## src/rtl/rc5_pkg.sv

```systemverilog
package rc5_pkg;

  localparam int unsigned WORD_W    = 32;
  localparam int unsigned ROW_W     = 4;
  localparam int unsigned NUM_ROWS  = 16;
  localparam int unsigned KEY_WORDS = 4;
  localparam int unsigned KEY_W     = 64;
  localparam int unsigned PASS_W    = 7;
  localparam int unsigned PASSES    = 96;
  localparam int unsigned CFG_IDX_W = 1;

  typedef logic [WORD_W-1:0] word_t;
  typedef logic [1:0]        cmd_t;

  localparam cmd_t CMD_EXPAND  = 2'd0;
  localparam cmd_t CMD_ENCRYPT = 2'd1;
  localparam cmd_t CMD_DECRYPT = 2'd2;

  localparam logic [CFG_IDX_W-1:0] CFG_KEY_LOW  = 1'b0;
  localparam logic [CFG_IDX_W-1:0] CFG_KEY_HIGH = 1'b1;

  localparam word_t MAGIC_P     = 32'hb7e15163;
  localparam word_t MAGIC_Q     = 32'h9e3779b9;
  localparam word_t MAGIC_Q_TWO = 32'h3c6ef372;

  typedef struct packed {
    logic decrypt;
    logic whiten;
  } rnd_ctrl_t;

  function automatic word_t rotl32(input word_t x, input logic [4:0] s);
    logic [2*WORD_W-1:0] t;
    t = {x, x} << s;
    return t[2*WORD_W-1:WORD_W];
  endfunction

  function automatic word_t rotr32(input word_t x, input logic [4:0] s);
    logic [2*WORD_W-1:0] t;
    t = {x, x} >> s;
    return t[WORD_W-1:0];
  endfunction

endpackage

```

## src/rtl/rc5_ram.sv

```systemverilog
module rc5_ram #(
  parameter int unsigned WIDTH = 64,
  parameter int unsigned DEPTH = 16
) (
  input  logic                     clk_i,
  input  logic                     we_i,
  input  logic [$clog2(DEPTH)-1:0] waddr_i,
  input  logic [WIDTH-1:0]         wdata_i,
  input  logic                     re_i,
  input  logic [$clog2(DEPTH)-1:0] raddr_i,
  output logic [WIDTH-1:0]         rdata_o
);

  logic [WIDTH-1:0] mem_q [DEPTH];
  logic [WIDTH-1:0] rdata_q;

  always_ff @(posedge clk_i) begin
    if (we_i) begin
      mem_q[waddr_i] <= wdata_i;
    end
    if (re_i) begin
      rdata_q <= mem_q[raddr_i];
    end
  end

  assign rdata_o = rdata_q;

endmodule

```

## src/rtl/rc5_round.sv

```systemverilog
module rc5_round (
  input  rc5_pkg::rnd_ctrl_t ctrl_i,
  input  rc5_pkg::word_t     a_i,
  input  rc5_pkg::word_t     b_i,
  input  rc5_pkg::word_t     key_even_i,
  input  rc5_pkg::word_t     key_odd_i,
  output rc5_pkg::word_t     a_o,
  output rc5_pkg::word_t     b_o
);

  rc5_pkg::word_t enc_a;
  rc5_pkg::word_t dec_b;

  assign enc_a = rc5_pkg::rotl32(a_i ^ b_i, b_i[4:0]) + key_even_i;
  assign dec_b = rc5_pkg::rotr32(b_i - key_odd_i, a_i[4:0]) ^ a_i;

  always_comb begin
    unique case ({ctrl_i.decrypt, ctrl_i.whiten})
      2'b01: begin
        a_o = a_i + key_even_i;
        b_o = b_i + key_odd_i;
      end
      2'b00: begin
        a_o = enc_a;
        b_o = rc5_pkg::rotl32(enc_a ^ b_i, enc_a[4:0]) + key_odd_i;
      end
      2'b11: begin
        a_o = a_i - key_even_i;
        b_o = b_i - key_odd_i;
      end
      default: begin
        b_o = dec_b;
        a_o = rc5_pkg::rotr32(a_i - key_even_i, dec_b[4:0]) ^ dec_b;
      end
    endcase
  end

endmodule

```

## src/rtl/rc5_block_cipher.sv

```systemverilog
// RC5-32 block cipher, 16-byte key, ROUNDS rounds.
// Channels: an input request (command_i, word_a_i, word_b_i) and a result
// (result_a_o, result_b_o, status_o), each with valid/ready; a config write
// channel (cfg_index_i, cfg_data_i) that loads key_low (index 0) and key_high
// (index 1). It is always ready. The user must write it only while the block
// is idle; the block itself does not enforce this. Round keys live in a
// 16 x 64-bit RAM, one row per round (even and odd key), so encrypt and
// decrypt read one row and run one full round per cycle.
// Expand fills the RAM with the magic sequence, then makes 96 mixing passes,
// each of which reads and updates a round key and then updates a key word.
// A request is taken only when the previous one has left the core; the
// result register lets a new request in while the last result still waits.
// A stalled receiver holds the finished result inside the core until the
// result register frees up. Reset clears the key registers and the
// schedule-valid flag; encrypt or decrypt before any expand returns zero
// words with status 1. Command 3 returns zero words with status 0.
module rc5_block_cipher #(
  parameter int unsigned ROUNDS = 15
) (
  input  logic                               clk_i,
  input  logic                               rst_ni,
  input  logic                               in_valid_i,
  output logic                               in_ready_o,
  input  logic [1:0]                         command_i,
  input  logic [31:0]                        word_a_i,
  input  logic [31:0]                        word_b_i,
  output logic                               out_valid_o,
  input  logic                               out_ready_i,
  output logic [31:0]                        result_a_o,
  output logic [31:0]                        result_b_o,
  output logic                               status_o,
  input  logic                               cfg_valid_i,
  output logic                               cfg_ready_o,
  input  logic [rc5_pkg::CFG_IDX_W-1:0]      cfg_index_i,
  input  logic [rc5_pkg::KEY_W-1:0]          cfg_data_i
);

  localparam int unsigned CNT_W = $clog2(ROUNDS + 1);
  localparam int unsigned RW    = rc5_pkg::ROW_W;
  localparam int unsigned WW    = rc5_pkg::WORD_W;
  localparam int unsigned PW    = rc5_pkg::PASS_W;

  typedef enum logic [2:0] {
    ST_IDLE,
    ST_INIT,
    ST_EXP_S,
    ST_EXP_L,
    ST_CRYPT,
    ST_FINISH
  } state_e;

  state_e state_q, state_d;
  logic   out_valid_q, out_valid_d;
  logic   sched_valid_q, sched_valid_d;
  rc5_pkg::word_t res_a_q, res_a_d, res_b_q, res_b_d;
  logic   res_stat_q, res_stat_d;
  logic [rc5_pkg::KEY_W-1:0] key_low_q, key_high_q;

  rc5_pkg::word_t a_q, a_d, b_q, b_d;
  rc5_pkg::word_t acc_q, acc_d;
  rc5_pkg::word_t even_q, even_d, odd_q, odd_d;
  rc5_pkg::word_t kw_q [rc5_pkg::KEY_WORDS];
  rc5_pkg::word_t kw_d [rc5_pkg::KEY_WORDS];
  logic [RW-1:0]    row_q, row_d;
  logic [PW-1:0]    pass_q, pass_d;
  logic [CNT_W-1:0] cnt_q, cnt_d, cnt_next;
  logic             dec_q, dec_d;
  logic             stat_q, stat_d;

  logic            ram_we, ram_re;
  logic [RW-1:0]   ram_waddr, ram_raddr;
  logic [2*WW-1:0] ram_wdata, ram_rdata;

  rc5_pkg::rnd_ctrl_t rnd_ctrl;
  rc5_pkg::word_t     rnd_a, rnd_b;
  rc5_pkg::word_t     s_old, s_new, ab_sum, l_new;

  rc5_ram #(
    .WIDTH(2 * WW),
    .DEPTH(rc5_pkg::NUM_ROWS)
  ) u_keys (
    .clk_i  (clk_i),
    .we_i   (ram_we),
    .waddr_i(ram_waddr),
    .wdata_i(ram_wdata),
    .re_i   (ram_re),
    .raddr_i(ram_raddr),
    .rdata_o(ram_rdata)
  );

  assign rnd_ctrl.decrypt = dec_q;
  assign rnd_ctrl.whiten  = dec_q ? (cnt_q == CNT_W'(ROUNDS)) : (cnt_q == '0);

  rc5_round u_round (
    .ctrl_i    (rnd_ctrl),
    .a_i       (a_q),
    .b_i       (b_q),
    .key_even_i(ram_rdata[WW-1:0]),
    .key_odd_i (ram_rdata[2*WW-1:WW]),
    .a_o       (rnd_a),
    .b_o       (rnd_b)
  );

  assign s_old    = pass_q[0] ? odd_q : ram_rdata[WW-1:0];
  assign s_new    = rc5_pkg::rotl32(s_old + a_q + b_q, 5'd3);
  assign ab_sum   = a_q + b_q;
  assign l_new    = rc5_pkg::rotl32(kw_q[pass_q[1:0]] + ab_sum, ab_sum[4:0]);
  assign cnt_next = cnt_q + CNT_W'(1);

  always_comb begin
    state_d       = state_q;
    out_valid_d   = out_valid_q && !out_ready_i;
    sched_valid_d = sched_valid_q;
    res_a_d       = res_a_q;
    res_b_d       = res_b_q;
    res_stat_d    = res_stat_q;
    a_d           = a_q;
    b_d           = b_q;
    acc_d         = acc_q;
    even_d        = even_q;
    odd_d         = odd_q;
    kw_d          = kw_q;
    row_d         = row_q;
    pass_d        = pass_q;
    cnt_d         = cnt_q;
    dec_d         = dec_q;
    stat_d        = stat_q;
    ram_we        = 1'b0;
    ram_waddr     = row_q;
    ram_wdata     = {acc_q + rc5_pkg::MAGIC_Q, acc_q};
    ram_re        = 1'b0;
    ram_raddr     = '0;

    unique case (state_q)
      ST_IDLE: begin
        if (in_valid_i) begin
          stat_d = 1'b0;
          a_d    = '0;
          b_d    = '0;
          unique case (command_i)
            rc5_pkg::CMD_EXPAND: begin
              kw_d[0] = key_low_q[WW-1:0];
              kw_d[1] = key_low_q[2*WW-1:WW];
              kw_d[2] = key_high_q[WW-1:0];
              kw_d[3] = key_high_q[2*WW-1:WW];
              acc_d   = rc5_pkg::MAGIC_P;
              row_d   = '0;
              pass_d  = '0;
              state_d = ST_INIT;
            end
            rc5_pkg::CMD_ENCRYPT, rc5_pkg::CMD_DECRYPT: begin
              if (sched_valid_q) begin
                a_d       = word_a_i;
                b_d       = word_b_i;
                dec_d     = (command_i == rc5_pkg::CMD_DECRYPT);
                cnt_d     = '0;
                ram_re    = 1'b1;
                ram_raddr = (command_i == rc5_pkg::CMD_DECRYPT) ? RW'(ROUNDS) : '0;
                state_d   = ST_CRYPT;
              end else begin
                stat_d  = 1'b1;
                state_d = ST_FINISH;
              end
            end
            default: begin
              state_d = ST_FINISH;
            end
          endcase
        end
      end
      ST_INIT: begin
        ram_we = 1'b1;
        acc_d  = acc_q + rc5_pkg::MAGIC_Q_TWO;
        row_d  = row_q + RW'(1);
        if (&row_q) begin
          ram_re    = 1'b1;
          ram_raddr = '0;
          state_d   = ST_EXP_S;
        end
      end
      ST_EXP_S: begin
        a_d = s_new;
        if (!pass_q[0]) begin
          odd_d  = ram_rdata[2*WW-1:WW];
          even_d = s_new;
        end else begin
          ram_we    = 1'b1;
          ram_waddr = pass_q[RW:1];
          ram_wdata = {s_new, even_q};
        end
        state_d = ST_EXP_L;
      end
      ST_EXP_L: begin
        kw_d[pass_q[1:0]] = l_new;
        b_d               = l_new;
        pass_d            = pass_q + PW'(1);
        if (pass_q == PW'(rc5_pkg::PASSES - 1)) begin
          sched_valid_d = 1'b1;
          a_d           = '0;
          b_d           = '0;
          state_d       = ST_FINISH;
        end else begin
          if (pass_q[0]) begin
            ram_re    = 1'b1;
            ram_raddr = pass_q[RW:1] + RW'(1);
          end
          state_d = ST_EXP_S;
        end
      end
      ST_CRYPT: begin
        a_d = rnd_a;
        b_d = rnd_b;
        if (cnt_q == CNT_W'(ROUNDS)) begin
          state_d = ST_FINISH;
        end else begin
          cnt_d     = cnt_next;
          ram_re    = 1'b1;
          ram_raddr = dec_q ? RW'(CNT_W'(ROUNDS) - cnt_next) : RW'(cnt_next);
        end
      end
      ST_FINISH: begin
        if (!out_valid_q || out_ready_i) begin
          res_a_d     = a_q;
          res_b_d     = b_q;
          res_stat_d  = stat_q;
          out_valid_d = 1'b1;
          state_d     = ST_IDLE;
        end
      end
      default: begin
        state_d = ST_IDLE;
      end
    endcase
  end

  always_ff @(posedge clk_i or negedge rst_ni) begin
    if (!rst_ni) begin
      state_q       <= ST_IDLE;
      out_valid_q   <= 1'b0;
      sched_valid_q <= 1'b0;
      res_a_q       <= '0;
      res_b_q       <= '0;
      res_stat_q    <= 1'b0;
      key_low_q     <= '0;
      key_high_q    <= '0;
    end else begin
      state_q       <= state_d;
      out_valid_q   <= out_valid_d;
      sched_valid_q <= sched_valid_d;
      res_a_q       <= res_a_d;
      res_b_q       <= res_b_d;
      res_stat_q    <= res_stat_d;
      if (cfg_valid_i && cfg_index_i == rc5_pkg::CFG_KEY_LOW) begin
        key_low_q <= cfg_data_i;
      end
      if (cfg_valid_i && cfg_index_i == rc5_pkg::CFG_KEY_HIGH) begin
        key_high_q <= cfg_data_i;
      end
    end
  end

  always_ff @(posedge clk_i) begin
    a_q    <= a_d;
    b_q    <= b_d;
    acc_q  <= acc_d;
    even_q <= even_d;
    odd_q  <= odd_d;
    kw_q   <= kw_d;
    row_q  <= row_d;
    pass_q <= pass_d;
    cnt_q  <= cnt_d;
    dec_q  <= dec_d;
    stat_q <= stat_d;
  end

  assign in_ready_o  = (state_q == ST_IDLE);
  assign cfg_ready_o = 1'b1;
  assign out_valid_o = out_valid_q;
  assign result_a_o  = res_a_q;
  assign result_b_o  = res_b_q;
  assign status_o    = res_stat_q;

  a_busy_after_request: assert property (@(posedge clk_i) disable iff (!rst_ni)
    in_valid_i && in_ready_o |=> !in_ready_o)
    else $error("core took a request while busy");

  a_status_zero_words: assert property (@(posedge clk_i) disable iff (!rst_ni)
    out_valid_o && status_o |-> result_a_o == '0 && result_b_o == '0)
    else $error("error status with nonzero result words");

  a_expand_sets_valid: assert property (@(posedge clk_i) disable iff (!rst_ni)
    state_q == ST_EXP_L && pass_q == PW'(rc5_pkg::PASSES - 1) |=> sched_valid_q)
    else $error("schedule not marked valid after expand");

  a_no_write_in_crypt: assert property (@(posedge clk_i) disable iff (!rst_ni)
    state_q == ST_CRYPT |-> !ram_we)
    else $error("round key RAM written during a cipher pass");

endmodule

```

## config.mk

```make
export PLATFORM = sky130hd
export DESIGN_NAME = rc5_block_cipher
export DESIGN_NICKNAME = d
export VERILOG_FILES = /design/src/rtl/rc5_pkg.sv /design/src/rtl/rc5_ram.sv /design/src/rtl/rc5_round.sv /design/src/rtl/rc5_block_cipher.sv
export SDC_FILE = /design/constraint.sdc
export NUM_CORES = 2
export LEC_CHECK = 0
export BUFFER_PORTS_ARGS = -buffer_cell sky130_fd_sc_hd__buf_4
export CAP_MARGIN = 0
export CORE_AREA = 2 2 516 518
export CTS_CLUSTER_SIZE = 8
export DETAILED_ROUTE_END_ITERATION = 7
export DIE_AREA = 0 0 518 520
export SETUP_SLACK_MARGIN = 0.02
export SLEW_MARGIN = 20
export SYNTH_ARGS = -nofsm -noshare
export SYNTH_HDL_FRONTEND = slang
export SYNTH_SLANG_ARGS = --single-unit
```

## constraint.sdc

```tcl
create_clock -name clk_i -period 13.9 [get_ports clk_i]
set_input_delay 2.085 -clock clk_i [delete_from_list [all_inputs] [get_ports clk_i]]
set_output_delay 2.085 -clock clk_i [all_outputs]
set_load 0.01 [all_outputs]
```

# --- Yosys cells after proc, flatten, opt, wreduce, memory -nomap -nowiden ---
# Memories as Yosys holds them, arrays and structs flattened. A register that Yosys moved wholly into a read port is not among the register bits.
# Cells that the tools add are included.
totals:
  regBits: 503
  mem_bits_rw: 1024
  rom_bits: 0
  latchBits: 0
  input_bits: 136
  elab_cells: 175
  output_inout_bits: 68
  n_memories: 1
memory_table:
  columns: ["name", "depth", "width", "read_ports", "rd_ports_with_merged_regs", "wr", "line", "text"]
  rows:
  - ["u_keys.mem_q", 16, 64, 1, 1, 1, "rc5_ram.sv:14", "logic [WIDTH-1:0] mem_q [DEPTH];"]
op_classes:
  reduce_logical: 29
  mux: 72
  bitwise_logic: 7
  n_shift: 5
  order_cmp: 2
  n_eq_ne: 20
  div_mod_pow: 0
  addsub: 17
  mul: 0
op_table:
  columns: ["op", "n"]
  rows:
  - ["32-bit 2-to-1 mux", 14]
  - ["32-bit one-hot mux with 3 select lines", 3]
  - ["32-bit adder", 8]
  - ["128-bit 2-to-1 mux", 2]
  - ["128-bit one-hot mux with 2 select lines", 1]
  - ["64-bit by 5-bit << shifter with 64-bit output", 3]
  - ["128-bit bitwise mux", 1]
  - ["64-bit 2-to-1 mux", 2]
  - ["32-bit one-hot mux with 4 select lines", 1]
  - ["64-bit by 5-bit right shift with 32-bit output", 2]
  - ["32-bit bitwise XOR", 4]
  - ["32-bit binary-select mux with 2-bit select", 1]
  - ["32-bit demux with 2-bit select", 1]
  - ["4-bit 2-to-1 mux", 16]
  - ["32-bit one-hot mux with 2 select lines", 1]
  - ["32-bit subtractor", 2]
  - ["32-bit by 30-bit adder with 32-bit output (second input constant)", 1]
  - ["32-bit adder (second input constant)", 1]
  - ["3-bit one-hot mux with 6 select lines", 1]
  - ["4-bit one-hot mux with 2 select lines", 2]
  - ["3-bit 2-to-1 mux", 5]
  - ["1-bit 2-to-1 mux", 14]
  - ["7-bit 2-to-1 mux", 2]
  - ["7-bit one-hot mux with 2 select lines", 1]
  - ["other kinds (34)", 63]

# --- Depth between registers and ports, before layout ---
logic_depth:
  ltp_word: 8
  mapped_depth: 49
  mapped_depth_nobuf: 47

# --- Hierarchy ---
# Synthesis repeated with hierarchy kept, for this count alone.
hier_totals:
  cells_unflattened: 7383
  area_unflattened_um2: 90563.1
by_module_without_submodules:
  columns: ["module", "area_each_um2", "instances", "cells_each"]
  rows:
  - ["rc5_ram", 40222.3, 1, 1647]
  - ["rc5_block_cipher", 31147.4, 1, 2937]
  - ["rc5_round", 19193.4, 1, 2799]

# --- Worst setup path after synthesis ---
# Ideal clock, no wire load.
synth_path:
  path_kind: "register to register"
  startpoint: "register b_q[0]"
  endpoint: "register b_q[31] (data pin)"
  arrival_time_ps: 9991
  period_less_slack_ps: 10252
  stages_incl_launch_ff: 44
  path_slack_ps: 3648
  cell_sequence: "edfxtp_1 > clkbuf_1 > clkbuf_1 > buf_2 > buf_1 > mux4_2 > mux2i_1 > mux2_2 > mux2i_1 > ha_1 > a21oi_1 > o21ai_0 > a311oi_1 > o21bai_1 > a31o_2 > a21oi_1 > o311a_1 > or2_2 > [... 8 more ...] > ha_1 > a21o_1 > a21o_1 > a2111oi_0 > o31ai_1 > o21ai_0 > a21o_1 > o21ai_0 > o211ai_1 > a31oi_1 > o21ai_0 > nand2_1 > a21o_1 > a21oi_1 > o21bai_1 > a21oi_1 > xnor3_1 > a221o_1"
synth_between:
  elab_chain_cells: 8
  elab_cells_between_ends: 16
synth_lines:
  columns: ["item", "line", "text"]
  rows:
  - ["start: declaration", "rc5_block_cipher.sv:59", "rc5_pkg::word_t a_q, a_d, b_q, b_d;"]
  - ["start signal: assignment", "rc5_block_cipher.sv:264", "b_q <= b_d;"]
  - ["32-bit bitwise XOR", "rc5_round.sv:14", "assign enc_a = rc5_pkg::rotl32(a_i ^ b_i, b_i[4:0]) + key_even_i;"]
  - ["64-bit by 5-bit << shifter with 64-bit output", "rc5_pkg.sv:33", "t = {x, x} << s;"]
  - ["32-bit adder", "rc5_round.sv:14", null]
  - ["32-bit bitwise XOR", "rc5_round.sv:25", "b_o = rc5_pkg::rotl32(enc_a ^ b_i, enc_a[4:0]) + key_odd_i;"]
  - ["64-bit by 5-bit << shifter with 64-bit output", "rc5_pkg.sv:33", null]
  - ["32-bit adder", "rc5_round.sv:25", null]
  - ["32-bit one-hot mux with 3 select lines", "rc5_round.sv:18", "unique case ({ctrl_i.decrypt, ctrl_i.whiten})"]
  - ["32-bit one-hot mux with 3 select lines (*)", "rc5_block_cipher.sv:134", "unique case (state_q)"]
  - ["net b_d[31]", "rc5_block_cipher.sv:59", null]
# The timed path passes the listed nets; every way through them passes the cells marked *.
# A chain may end at the register's enable or synchronous reset.

# --- Final worst setup path ---
layout_path:
  startpoint: "register b_q[31]"
  endpoint: "register b_q[31] (data pin)"
# The elaborated chain is that of the path after synthesis.

==> flow_summary.toml <==
[synthesis]
ys_top_cells_by_area = "edfxtp_1 46%, dfrtp_1 5.4%, nand2_1 4.9%"
synth_seq_cells = 1590
ys_seq_area_share_pct = 50.9
synthFlopType = "edfxtp_1"
synth_cell_type_count = 119
synthCells = 8496
synth_nets = 8943
synth_top_cell_by_area = "edfxtp_1"
synth-async-reset-ratio_pct = 12.5
ys_warn_count = 0
yosysMostFrequentCell = "edfxtp_1"
synth_enable_flop_cells = 1392
yosys-top-cells-count = "1,392 x edfxtp_1, 1,195 x nand2_1, 560 x a21oi_1"
yosysTopAreaCellShare_pct = 45.5
syn_avg_cell_area_um2 = 10.8
synth_area_um2 = 91800

[cts]
cts.sinks = 1590
cts_buffers = 231
ctsResizeCount = 0
htreeDepth = 4
clk_path_buf_depth = 4
post_cts_buffers = 0
clkTransAtPathRegs_ps = 50
cts_hold_buf = 0
cts_tree = "done"
worstSkewPairLatency_ps = 920
cts-root-buf = "clkbuf_16"

[min_path]
hold_path_class = "flop to flop"

[floorplanning]
die_w_um = 518
die_h_um = 520
die-area_um2 = 269000
io_pins = 204
initial_core_util_pct = 34.8
coreArea_um2 = 264000
rows = 189

[global_route]
grt_max_degree = 198
grt_use_total_pct = 29.6
grt_pass1_vias = 69700
grt_overflow = 0
grt_pass1_wl_mm = 563
antenna_found_initial = 28

[detailed_routing]
met2_length_mm = 187
wirelength_met1_mm = 171
top_layer_used = "met5"
viasPerCell = 6.05
wl_mm = 412
drc = 0
ant_nets = 0
first_iter_violations = 8678
wl_met3_mm = 29.6
wl_per_cell_um = 33.6
drt_first_pass_iters = 8
via_count = 74000

[sta]
clock_skew_ps = 140
grt_setup_unrepaired = "false"
slew_headroom_pct = 10.0
hold_violations = 0
fin_crit_ps = 12280
maxSlewViolCount = 0
period_share_pct = 88.3
timing.fmax_ghz = 0.0815
tightest_slew_ps = 1340
setup-violations-final = 0
tns_ps = 0

[run_status]
outcome = "complete, no violations"

[setup_path]
cp-start-kind = "flop"
worst-endpoint-arrival_ps = 12900
cp_max_fo = 5
path_class = "flop to flop"
crit_path_max_incr_delay_ps = 710
cpMostUsedCell = "o21ai_0"
required_ps = 14530
slowest_stage = "xnor2_1"
crit_path_end_kind = "flop"

[cells_and_area]
layout.nets = 9046
fill_cells = 25500
synthToLayoutAreaGrowth_pct = 13.6
drive_gt1_share_pct = 14.0

[flow_run]
drv_cap = 0

[placement]
portBuffers = 202
hpwl_mm = 304
place_congestion = 1.04
placed cells by master, fill, tap and decap left out, drive strengths merged, types with 185 or more instances in the layout:
master / count
o21ai: 412
mux2i: 277
nand2: 1197
xnor2: 209
clkbuf: 302
edfxtp: 1392
inv: 185
dfrtp: 198
nor2: 519
a21oi: 566
buf: 443
ha: 272
a211oi: 394
mux2: 248
a31oi: 194
and2: 303
flip-flops by register name, summed over array words and instances (netlist names), 64 cells and up:
register / count
key_low_q: 64
key_high_q: 64
u_keys.mem_q: 1024
u_keys.rdata_o: 64
kw_q: 128
critical path: cells and delay by family, from the launching register on:
kind | cells | cell delay, ps
and+or+nand+nor | 4 | 650
xor gates and xnor gates | 3 | 1400
buffers and inverters | 2 | 290
muxes | 5 | 1340
adders and majority gates | 3 | 970
AOI/OAI and AO/OA | 25 | 6860
DFF | 1 | 490
stage by stage:
stage	setup slack [ps]	std cells	hold slack, ps	utilization, %	cell area, µm²
2_1_floorplan	3650	8496	454	-	91800
3_3_place_gp	1760	11900	479	37.1	97900
3_5_place_dp	2010	11900	492	37.1	97900
4_1_cts	2000	12200	505	39.5	104000
5_1_grt	1100	12200	512	39.5	104000
6_report	1620	12200	504	39.5	104000
layer usage:
layer  vias up  track usage (%)
met5         -                0
met3       704             4.56
met2      3513             46.8
met4        12             14.9
li1      32100                -
met1     37700             39.4
cell type report:
type                       instances  area [µm²]  area share (%)
clock inverter                    18         204           0.195
multi-input combinational       6148       42700            40.9
antenna                           18        45.0          0.0432
timing repair buffer             444        3410            3.27
tap                             3533        4420            4.24
clock buffer                     301        6150            5.89
inverter                         184         691           0.662
sequential                      1590       46800            44.8
path summary, 6_finish.rpt:
kind	cells after the start	slack (ps)	end	from
max	42	1620	b_q[31]	b_q[31]
min	1	500	key_high_q[45]	key_high_q[45]
max reg2reg	42	1620	b_q[31]	b_q[31]
min reg2reg	1	500	key_high_q[45]	key_high_q[45]
max in group asynchronous	2	10990	key_high_q[27]	rst_ni
min in group asynchronous	1	1350	key_high_q[39]	rst_ni
logic make-up (layout without fill, tap and decap cells):
group / after synthesis / after routing / share of synthesized area (%)
AND/OR/NAND/NOR: 2554 / 2554 / 12.7
AO/OA/AOI/OAI: 2324 / 2324 / 17.0
flip-flops: 1590 / 1590 / 50.9
buffers and inverters: 758 / 947 / 3.20
multiplexers: 615 / 615 / 8.27
XOR/XNOR: 343 / 343 / 3.40
adder cells (fa/ha/maj): 311 / 311 / 4.56
other: 1 / 19 / 0.00408
Power is left out: the tool's default activity adds up to more than one toggle a clock period on the data nets, which glitch-free logic cannot reach.
